### src/rtl/clt_pkg.sv
`timescale 1ns / 1ps

package clt_pkg;

  localparam int MaxRunDefault = 31;

  localparam logic [7:0] ChBsl   = 8'h5C;
  localparam logic [7:0] ChDq    = 8'h22;
  localparam logic [7:0] ChSq    = 8'h27;
  localparam logic [7:0] ChSpace = 8'h20;
  localparam logic [7:0] ChTab   = 8'h09;
  localparam logic [7:0] ChCr    = 8'h0D;

  typedef enum logic [1:0] {
    QUOTE_NONE   = 2'd0,
    QUOTE_SINGLE = 2'd1,
    QUOTE_DOUBLE = 2'd2
  } quote_e;

  // What is left of an item's result list after the head word goes out.
  typedef enum logic [1:0] {
    KIND_NONE  = 2'd0,
    KIND_SLASH = 2'd1,
    KIND_ITEM  = 2'd2,
    KIND_CLOSE = 2'd3
  } kind_e;

  typedef struct packed {
    logic accept;
    logic cfg_write;
    logic pop;
    logic out_take;
  } cmd_t;

  typedef struct packed {
    logic  out_valid;
    kind_e rem_kind;
  } status_t;

  function automatic logic is_space(logic [7:0] c);
    return (c == ChSpace) || ((c >= ChTab) && (c <= ChCr));
  endfunction

endpackage

### src/rtl/clt_ctrl.sv
`timescale 1ns / 1ps

module clt_ctrl (
  input  logic             clk_i,
  input  logic             rst_ni,
  input  logic             in_valid_i,
  output logic             in_ready_o,
  input  logic             out_ready_i,
  input  logic             cfg_valid_i,
  output logic             cfg_ready_o,
  input  clt_pkg::status_t status_i,
  output clt_pkg::cmd_t    cmd_o
);
  import clt_pkg::*;

  typedef enum logic [3:0] {
    ST_IDLE  = 4'b0001,
    ST_SLASH = 4'b0010,
    ST_ITEM  = 4'b0100,
    ST_CLOSE = 4'b1000
  } state_e;

  state_e state_q, state_d;
  logic   idle;
  logic   out_free;
  logic   accept;

  assign idle     = (state_q == ST_IDLE);
  assign out_free = !status_i.out_valid || out_ready_i;

  // A new item is taken only when nothing of the previous one is left to emit.
  assign cfg_ready_o = idle;
  assign in_ready_o  = idle && out_free && !cfg_valid_i;
  assign accept      = in_valid_i && in_ready_o;

  assign cmd_o.accept    = accept;
  assign cmd_o.cfg_write = cfg_valid_i && idle;
  assign cmd_o.pop       = out_free && (!idle || accept);
  assign cmd_o.out_take  = status_i.out_valid && out_ready_i;

  always_comb begin
    state_d = state_q;
    if (cmd_o.pop) begin
      unique case (status_i.rem_kind)
        KIND_NONE:  state_d = ST_IDLE;
        KIND_SLASH: state_d = ST_SLASH;
        KIND_ITEM:  state_d = ST_ITEM;
        KIND_CLOSE: state_d = ST_CLOSE;
        default:    state_d = ST_IDLE;
      endcase
    end
  end

  always_ff @(posedge clk_i or negedge rst_ni) begin
    if (!rst_ni) begin
      state_q <= ST_IDLE;
    end else begin
      state_q <= state_d;
    end
  end

endmodule

### src/rtl/clt_datapath.sv
`timescale 1ns / 1ps

module clt_datapath #(
  parameter int MAX_RUN = clt_pkg::MaxRunDefault
) (
  input  logic             clk_i,
  input  logic             rst_ni,
  input  clt_pkg::cmd_t    cmd_i,
  output clt_pkg::status_t status_o,
  input  logic [7:0]       char_in_i,
  input  logic             has_char_i,
  input  logic             end_of_line_i,
  input  logic             split_mode_i,
  output logic [7:0]       char_out_o,
  output logic             char_valid_o,
  output logic             token_end_o,
  output logic             run_last_o,
  output logic             slash_overflow_o,
  output logic             out_valid_o
);
  import clt_pkg::*;

  localparam int RunW = $clog2(MAX_RUN + 1);

  // Line state.
  logic            mode_q, mode_d;
  logic            phase_q, phase_d;
  quote_e          quote_q, quote_d;
  logic            esc_q, esc_d;
  logic            clp_q, clp_d;
  logic [RunW-1:0] run_q, run_d;
  logic            ovf_q, ovf_d;

  // Results of the accepted item: a run of backslashes, then an optional
  // byte or token end, then an optional closing token end.
  logic [RunW-1:0] f_cnt;
  logic            f_item, f_item_end, f_close;
  logic [7:0]      f_byte;

  // Results still owed for the current item.
  logic [RunW-1:0] cnt_q, cnt_d;
  logic            item_q, item_d;
  logic            item_end_q, item_end_d;
  logic [7:0]      byte_q, byte_d;
  logic            close_q, close_d;

  logic            head_valid, head_char, head_end;
  logic [7:0]      head_byte;
  kind_e           rem_kind;

  logic [7:0]      out_char_q;
  logic            out_cv_q, out_end_q, out_last_q, out_ovf_q, out_valid_q;

  always_comb begin
    logic            ws;
    logic            done;
    logic [RunW-1:0] n;
    mode_d     = mode_q;
    phase_d    = phase_q;
    quote_d    = quote_q;
    esc_d      = esc_q;
    clp_d      = clp_q;
    run_d      = run_q;
    ovf_d      = ovf_q;
    f_cnt      = '0;
    f_item     = 1'b0;
    f_item_end = 1'b0;
    f_byte     = char_in_i;
    f_close    = 1'b0;
    ws         = is_space(char_in_i);
    done       = 1'b0;
    n          = run_q;

    if (cmd_i.accept) begin
      if (has_char_i) begin
        if (!mode_q) begin
          if (esc_q) begin
            esc_d  = 1'b0;
            f_item = 1'b1;
          end else if (quote_q != QUOTE_NONE) begin
            if (char_in_i == ((quote_q == QUOTE_SINGLE) ? ChSq : ChDq)) begin
              quote_d = QUOTE_NONE;
            end else if (char_in_i == ChBsl && quote_q == QUOTE_DOUBLE) begin
              esc_d = 1'b1;
            end else begin
              f_item = 1'b1;
            end
          end else if (phase_q || !ws) begin
            phase_d = 1'b1;
            if (ws) begin
              f_item     = 1'b1;
              f_item_end = 1'b1;
              f_byte     = '0;
              phase_d    = 1'b0;
            end else if (char_in_i == ChSq) begin
              quote_d = QUOTE_SINGLE;
            end else if (char_in_i == ChDq) begin
              quote_d = QUOTE_DOUBLE;
            end else if (char_in_i == ChBsl) begin
              esc_d = 1'b1;
            end else begin
              f_item = 1'b1;
            end
          end
        end else begin
          // A quote inside quotes waits one byte to see whether it is doubled.
          if (clp_q) begin
            clp_d = 1'b0;
            if (char_in_i == ChDq) begin
              f_item = 1'b1;
              done   = 1'b1;
            end else begin
              quote_d = QUOTE_NONE;
            end
          end
          if (!done && run_q != '0) begin
            if (char_in_i == ChBsl) begin
              if (run_q < RunW'(MAX_RUN)) begin
                run_d = run_q + RunW'(1);
              end else begin
                ovf_d = 1'b1;
              end
              done = 1'b1;
            end else begin
              run_d = '0;
              if (char_in_i == ChDq) begin
                f_cnt = n >> 1;
                if (!n[0]) begin
                  quote_d = (quote_d != QUOTE_NONE) ? QUOTE_NONE : QUOTE_DOUBLE;
                end else begin
                  f_item = 1'b1;
                end
                done = 1'b1;
              end else begin
                f_cnt = n;
              end
            end
          end
          if (!done && (phase_q || !ws)) begin
            phase_d = 1'b1;
            if (quote_d == QUOTE_NONE && ws) begin
              f_item     = 1'b1;
              f_item_end = 1'b1;
              f_byte     = '0;
              phase_d    = 1'b0;
            end else if (char_in_i == ChBsl) begin
              run_d = RunW'(1);
            end else if (char_in_i == ChDq) begin
              if (quote_d != QUOTE_NONE) begin
                clp_d = 1'b1;
              end else begin
                quote_d = QUOTE_DOUBLE;
              end
            end else begin
              f_item = 1'b1;
            end
          end
        end
      end
      // Backslashes flushed at the end of line only occur when the byte
      // itself produced nothing, so they can lead the result list.
      if (end_of_line_i) begin
        if (!mode_q) begin
          if (esc_d) begin
            f_cnt = RunW'(1);
          end
        end else if (run_d != '0) begin
          f_cnt = run_d;
        end
        f_close = phase_d;
        phase_d = 1'b0;
        quote_d = QUOTE_NONE;
        esc_d   = 1'b0;
        clp_d   = 1'b0;
        run_d   = '0;
      end
    end

    if (cmd_i.cfg_write) begin
      mode_d  = split_mode_i;
      phase_d = 1'b0;
      quote_d = QUOTE_NONE;
      esc_d   = 1'b0;
      clp_d   = 1'b0;
      run_d   = '0;
    end
  end

  // Pick the next result word from the fresh list or the stored remainder.
  always_comb begin
    logic [RunW-1:0] s_cnt;
    logic            s_item, s_item_end, s_close;
    logic [7:0]      s_byte;
    s_cnt      = cmd_i.accept ? f_cnt      : cnt_q;
    s_item     = cmd_i.accept ? f_item     : item_q;
    s_item_end = cmd_i.accept ? f_item_end : item_end_q;
    s_byte     = cmd_i.accept ? f_byte     : byte_q;
    s_close    = cmd_i.accept ? f_close    : close_q;

    cnt_d      = s_cnt;
    item_d     = s_item;
    item_end_d = s_item_end;
    byte_d     = s_byte;
    close_d    = s_close;
    head_valid = 1'b1;
    head_char  = 1'b1;
    head_end   = 1'b0;
    head_byte  = ChBsl;

    if (s_cnt != '0) begin
      cnt_d = s_cnt - RunW'(1);
    end else if (s_item) begin
      item_d    = 1'b0;
      head_char = !s_item_end;
      head_end  = s_item_end;
      head_byte = s_byte;
    end else if (s_close) begin
      close_d   = 1'b0;
      head_char = 1'b0;
      head_end  = 1'b1;
      head_byte = '0;
    end else begin
      head_valid = 1'b0;
      head_char  = 1'b0;
      head_byte  = '0;
    end

    if (cnt_d != '0) begin
      rem_kind = KIND_SLASH;
    end else if (item_d) begin
      rem_kind = KIND_ITEM;
    end else if (close_d) begin
      rem_kind = KIND_CLOSE;
    end else begin
      rem_kind = KIND_NONE;
    end
  end

  assign status_o.out_valid = out_valid_q;
  assign status_o.rem_kind  = rem_kind;

  always_ff @(posedge clk_i or negedge rst_ni) begin
    if (!rst_ni) begin
      mode_q      <= 1'b0;
      phase_q     <= 1'b0;
      quote_q     <= QUOTE_NONE;
      esc_q       <= 1'b0;
      clp_q       <= 1'b0;
      run_q       <= '0;
      ovf_q       <= 1'b0;
      cnt_q       <= '0;
      item_q      <= 1'b0;
      item_end_q  <= 1'b0;
      close_q     <= 1'b0;
      out_valid_q <= 1'b0;
    end else begin
      mode_q  <= mode_d;
      phase_q <= phase_d;
      quote_q <= quote_d;
      esc_q   <= esc_d;
      clp_q   <= clp_d;
      run_q   <= run_d;
      ovf_q   <= ovf_d;
      if (cmd_i.pop) begin
        cnt_q      <= cnt_d;
        item_q     <= item_d;
        item_end_q <= item_end_d;
        close_q    <= close_d;
      end
      if (cmd_i.pop && head_valid) begin
        out_valid_q <= 1'b1;
      end else if (cmd_i.out_take) begin
        out_valid_q <= 1'b0;
      end
    end
  end

  always_ff @(posedge clk_i) begin
    if (cmd_i.pop) begin
      byte_q <= byte_d;
    end
    if (cmd_i.pop && head_valid) begin
      out_char_q <= head_byte;
      out_cv_q   <= head_char;
      out_end_q  <= head_end;
      out_last_q <= (rem_kind == KIND_NONE);
      out_ovf_q  <= ovf_d;
    end
  end

  assign char_out_o       = out_char_q;
  assign char_valid_o     = out_cv_q;
  assign token_end_o      = out_end_q;
  assign run_last_o       = out_last_q;
  assign slash_overflow_o = out_ovf_q;
  assign out_valid_o      = out_valid_q;

endmodule

### src/rtl/command_line_tokenizer.sv
`timescale 1ns / 1ps

// Channel  Direction  Handshake              Word
// in       input      in_valid_i/in_ready_o  char_in_i, has_char_i, end_of_line_i
// out      output     out_valid_o/out_ready_i char_out_o, char_valid_o, token_end_o,
//                                            run_last_o, slash_overflow_o
// cfg      input      cfg_valid_i/cfg_ready_o split_mode_i
//
// The first result of an input word is loaded into the output register in the cycle
// the word is taken, and each further result (mostly a buffered backslash run) is
// loaded in turn as the output register frees. Input is stalled while results of
// the previous word remain, while a configuration write waits, or while the output
// register holds a word that is not being taken. Reset is asynchronous, active
// low, and leaves the block idle in shell mode with no token open.
module command_line_tokenizer #(
  parameter int MAX_RUN = clt_pkg::MaxRunDefault
) (
  input  logic       clk_i,
  input  logic       rst_ni,
  input  logic       in_valid_i,
  output logic       in_ready_o,
  input  logic [7:0] char_in_i,
  input  logic       has_char_i,
  input  logic       end_of_line_i,
  output logic       out_valid_o,
  input  logic       out_ready_i,
  output logic [7:0] char_out_o,
  output logic       char_valid_o,
  output logic       token_end_o,
  output logic       run_last_o,
  output logic       slash_overflow_o,
  input  logic       cfg_valid_i,
  output logic       cfg_ready_o,
  input  logic       split_mode_i
);
  import clt_pkg::*;

  cmd_t    cmd;
  status_t status;

  clt_ctrl u_ctrl (
    .clk_i       (clk_i),
    .rst_ni      (rst_ni),
    .in_valid_i  (in_valid_i),
    .in_ready_o  (in_ready_o),
    .out_ready_i (out_ready_i),
    .cfg_valid_i (cfg_valid_i),
    .cfg_ready_o (cfg_ready_o),
    .status_i    (status),
    .cmd_o       (cmd)
  );

  clt_datapath #(
    .MAX_RUN (MAX_RUN)
  ) u_datapath (
    .clk_i            (clk_i),
    .rst_ni           (rst_ni),
    .cmd_i            (cmd),
    .status_o         (status),
    .char_in_i        (char_in_i),
    .has_char_i       (has_char_i),
    .end_of_line_i    (end_of_line_i),
    .split_mode_i     (split_mode_i),
    .char_out_o       (char_out_o),
    .char_valid_o     (char_valid_o),
    .token_end_o      (token_end_o),
    .run_last_o       (run_last_o),
    .slash_overflow_o (slash_overflow_o),
    .out_valid_o      (out_valid_o)
  );

  // A word still waiting when new input is taken must close the previous item.
  assert property (@(posedge clk_i) disable iff (!rst_ni)
    in_valid_i && in_ready_o && out_valid_o |-> run_last_o)
    else $error("input taken while earlier results are still owed");

  // Every result is either a byte or a token end, never both.
  assert property (@(posedge clk_i) disable iff (!rst_ni)
    out_valid_o |-> (char_valid_o ^ token_end_o))
    else $error("result word is neither a byte nor a token end");

  // The overflow flag never falls once it has been shown.
  assert property (@(posedge clk_i) disable iff (!rst_ni)
    out_valid_o && out_ready_i && slash_overflow_o |=> !out_valid_o || slash_overflow_o)
    else $error("sticky overflow flag dropped");

  // A token end carries a zero byte.
  assert property (@(posedge clk_i) disable iff (!rst_ni)
    out_valid_o && token_end_o |-> (char_out_o == 8'h00) && !char_valid_o)
    else $error("token end carries a byte");

endmodule
### config.mk
export PLATFORM = sky130hd
export DESIGN_NAME = command_line_tokenizer
export DESIGN_NICKNAME = d
export VERILOG_FILES = /design/src/rtl/clt_pkg.sv /design/src/rtl/clt_ctrl.sv /design/src/rtl/clt_datapath.sv /design/src/rtl/command_line_tokenizer.sv
export SDC_FILE = /design/constraint.sdc
export NUM_CORES = 1
export LEC_CHECK = 0
export ABC_AREA = 1
export BUFFER_PORTS_ARGS = -buffer_cell sky130_fd_sc_hd__buf_4
export CORE_ASPECT_RATIO = 0.5
export CORE_UTILIZATION = 59
export CTS_CLUSTER_SIZE = 24
export DETAILED_ROUTE_END_ITERATION = 10
export PLACE_DENSITY = 0.8
export SLEW_MARGIN = 20
export SYNTH_ARGS = -nofsm -noshare
export SYNTH_HDL_FRONTEND = slang
export SYNTH_SLANG_ARGS = --single-unit
### constraint.sdc
create_clock -name clk_i -period 3.8 [get_ports clk_i]
set_input_delay 0.19 -clock clk_i [delete_from_list [all_inputs] [get_ports clk_i]]
set_output_delay 0.19 -clock clk_i [all_outputs]
set_load 0.02 [all_outputs]
==> load_flow_metrics.sql <==
INSERT INTO impl_metrics (metric_group, metric, value, unit) VALUES
('timing', 'unrepaired_setup_endpoints_after_global_routing', 'no', ''),
('clock_tree', 'clockBufferDepth', '2', ''),
('detailed_routing', 'detailedRoute.firstPassIterationCount', '4', ''),
('worst_setup_path', 'worstSetupStartpointType', 'flip-flop', ''),
('die', 'start_util', '61.9', '%'),
('timing', 'hold_slack', '0.131', 'ns'),
('yosys', 'synth_enable_flop_cells', '20', ''),
('worst_setup_path', 'worst_r2r_endpoint', 'u_datapath.run_last_o', ''),
('detailed_routing', 'vias_per_cell', '5.48', ''),
('detailed_routing', 'met2_wirelength', '3250', 'um'),
('pwr', 'power_per_cell_area', '700', 'nW/um2'),
('yosys', 'synth_top_area_share', '19.6', '%'),
('layout', 'antenna_cells_inserted', '0', ''),
('global_routing', 'total_grt_overflow', '0', ''),
('global_routing', 'grt_antenna_before_repair', '0', ''),
('timing', 'post-route-min-period', '3.30', 'ns'),
('pwr', 'vdd_drop_max', '0.476', 'mV'),
('die', 'die_w', '104', 'um'),
('detailed_routing', 'routed-via-count', '2925', ''),
('placement', 'place_hpwl', '5720', 'um'),
('yosys', 'avgSynthCellArea', '7.12', 'um2'),
('worst_setup_path', 'cp_common_cell', 'nand2_1', ''),
('yosys', 'synth_seq_cells', '45', ''),
('die', 'core_area', '4950', 'um2'),
('clock_tree', 'tritoncts', 'yes', ''),
('worst_setup_path', 'crit_path_max_incr_delay', '0.46', 'ns'),
('outcome', 'run_status', 'finished, final reports clean', ''),
('die', 'core.rowCount', '18', ''),
('die', 'io_pins', '31', ''),
('min_path', 'hp-start', 'split_mode_i', ''),
('worst_setup_path', 'reg2reg_setup_slack', '0.50', 'ns'),
('detailed_routing', 'm1WireLength', '3610', 'um'),
('timing', 'worstMarginPinSlew', '0.910', 'ns'),
('yosys', 'ys_async_sr_fraction', '55.6', '%'),
('layout', 'area.growth.synth_to_final', '12.6', '%'),
('yosys', 'netlist_instances', '431', ''),
('worst_setup_path', 'critPathKind', 'flip-flop to flip-flop', ''),
('yosys', 'yosysWarnings', '0', ''),
('timing', 'peak_freq', '0.303', 'GHz'),
('timing', 'fin_skew', '0.00674', 'ns'),
('timing', 'max-slew-margin-rel', '38.9', '%'),
('global_routing', 'grt_pass1_wl', '12100', 'um'),
('timing', 'finalSetupTns', '0', 'ns'),
('timing', 'timing.final.ws_setup', '0.497', 'ns'),
('layout', 'final-instance-count-excl-fill', '534', ''),
('job', 'drv.max_cap_violation_count', '0', ''),
('clock_tree', 'cts.clk_slew.worst_paths', '0.10', 'ns'),
('placement', 'dpl_worst_slack', '0.511', 'ns'),
('yosys', 'syn-num-nets', '450', ''),
('worst_setup_path', 'worst-endpoint-required', '3.81', 'ns'),
('layout', 'layout.cells.most_common_list', 'nand2_1, inv_1, nor2_1', ''),
('worst_setup_path', 'timing.critical_path.depth', '19', ''),
('clock_tree', 'cts_root_buffer', 'clkbuf_8', ''),
('layout', 'post_layout_instance_area', '3460', 'um2'),
('detailed_routing', 'routed_wirelength', '7470', 'um'),
('worst_setup_path', 'crit_arrival', '3.31', 'ns'),
('yosys', 'synthesis.area', '3070', 'um2'),
('worst_setup_path', 'timing.reg2reg.worst_path_depth', '19', ''),
('placement', 'placed_cells_incl_taps', '525', ''),
('detailed_routing', 'detail_route.wl_per_cell', '14.0', 'um'),
('timing', 'setup_viol_count_final', '0', ''),
('timing', 'finalCritPeriodShare', '86.9', '%'),
('min_path', 'hold_path_class', 'primary input to flip-flop', ''),
('placement', 'dpl_cell_area', '3350', 'um2'),
('clock_tree', 'cts_post_setup_buffers_inserted', '0', ''),
('placement', 'finalWeightedCongestion', '0.913', ''),
('worst_setup_path', 'critical_path.top_delay_family', 'simple AND/OR/NAND/NOR gates', ''),
('pwr', 'p_total', '2.42', 'mW'),
('worst_setup_path', 'critPathBufInv', '3', ''),
('layout', 'final_core_util', '69.7', '%'),
('clock_tree', 'cts-buffers-inserted', '5', '');
## sequential cells by signal, summed over array words and instances (netlist names), 2 cells and up
| name | flops |
|---|---|
| u_ctrl.state_q | 4 |
| u_datapath.cnt_q | 5 |
| u_datapath.byte_q | 8 |
| u_datapath.char_out_o | 8 |
| u_datapath.quote_q | 2 |
| u_datapath.run_q | 5 |
## cell type report
type	instances	area, um2
clock inverter	3	25.0
clock buffer	5	68.8
timing repair buffer	32	243
inverter	65	246
tap	70	87.6
sequential	45	1230
fill	443	1500
multi-input combinational	314	1560
## metal layers
| layer | up-vias | GRT usage (%) |
|---|---|---|
| li1 | 1448 | - |
| met1 | 1370 | 39.3 |
| met2 | 100 | 46.6 |
| met3 | 7 | 6.03 |
| met4 | 0 | 8.33 |
| met5 | - | 0 |
## kinds of logic (layout without fill, tap and decap cells)
logic type	count (synthesis)	count (layout)	share of synthesized area (%)
AO/OA/AOI/OAI	66	66	12.7
XOR/XNOR	1	1	0.285
adder cells (fa/ha/maj)	3	3	1.22
buffers and inverters	72	105	9.25
flip-flops	45	45	40.0
AND/OR/NAND/NOR	244	244	36.5
## what timing repair did
action,in CTS,in global routing
hold endpoints to repair,24,0
gates resized for setup,0,0
hold buffers,1,0
## worst min-delay path, stage by stage
cell and delay, ns:
buf_4 0.08, nor2_1 0.03, a21oi_1 0.10
## worst max path at each step
stage,start,to
floorplan,u_ctrl.state_q[0],u_datapath.char_out_o[0]
global placement,u_datapath.run_q[0],u_datapath.char_out_o[7]
detailed placement,u_datapath.run_q[0],u_datapath.char_out_o[3]
CTS,u_datapath.run_q[0],u_datapath.run_last_o
global route,u_datapath.run_q[0],u_datapath.char_out_o[5]
finish,u_datapath.run_q[0],u_datapath.run_last_o
## power breakdown
group	internal (mW)	switching (mW)
sequential	0.749	0.121
combinational	0.435	0.793
clock	0.133	0.189
## Yosys cell counts, drive strengths merged (2+ instances only)
| cell type | number |
|---|---|
| inv | 63 |
| ha | 3 |
| clkbuf | 3 |
| nand3 | 28 |
| clkinv | 2 |
| nand2 | 157 |
| nand3b | 2 |
| o211ai | 3 |
| dfrtp | 24 |
| o21ai | 36 |
| o22ai | 8 |
| a21oi | 7 |
| nor2 | 44 |
| buf | 4 |
| a21boi | 3 |
| edfxtp | 20 |
| nor3 | 5 |
| nand4 | 3 |
| or2 | 4 |
| o21a | 2 |
Note: power is estimated with default switching activity, not from simulation.
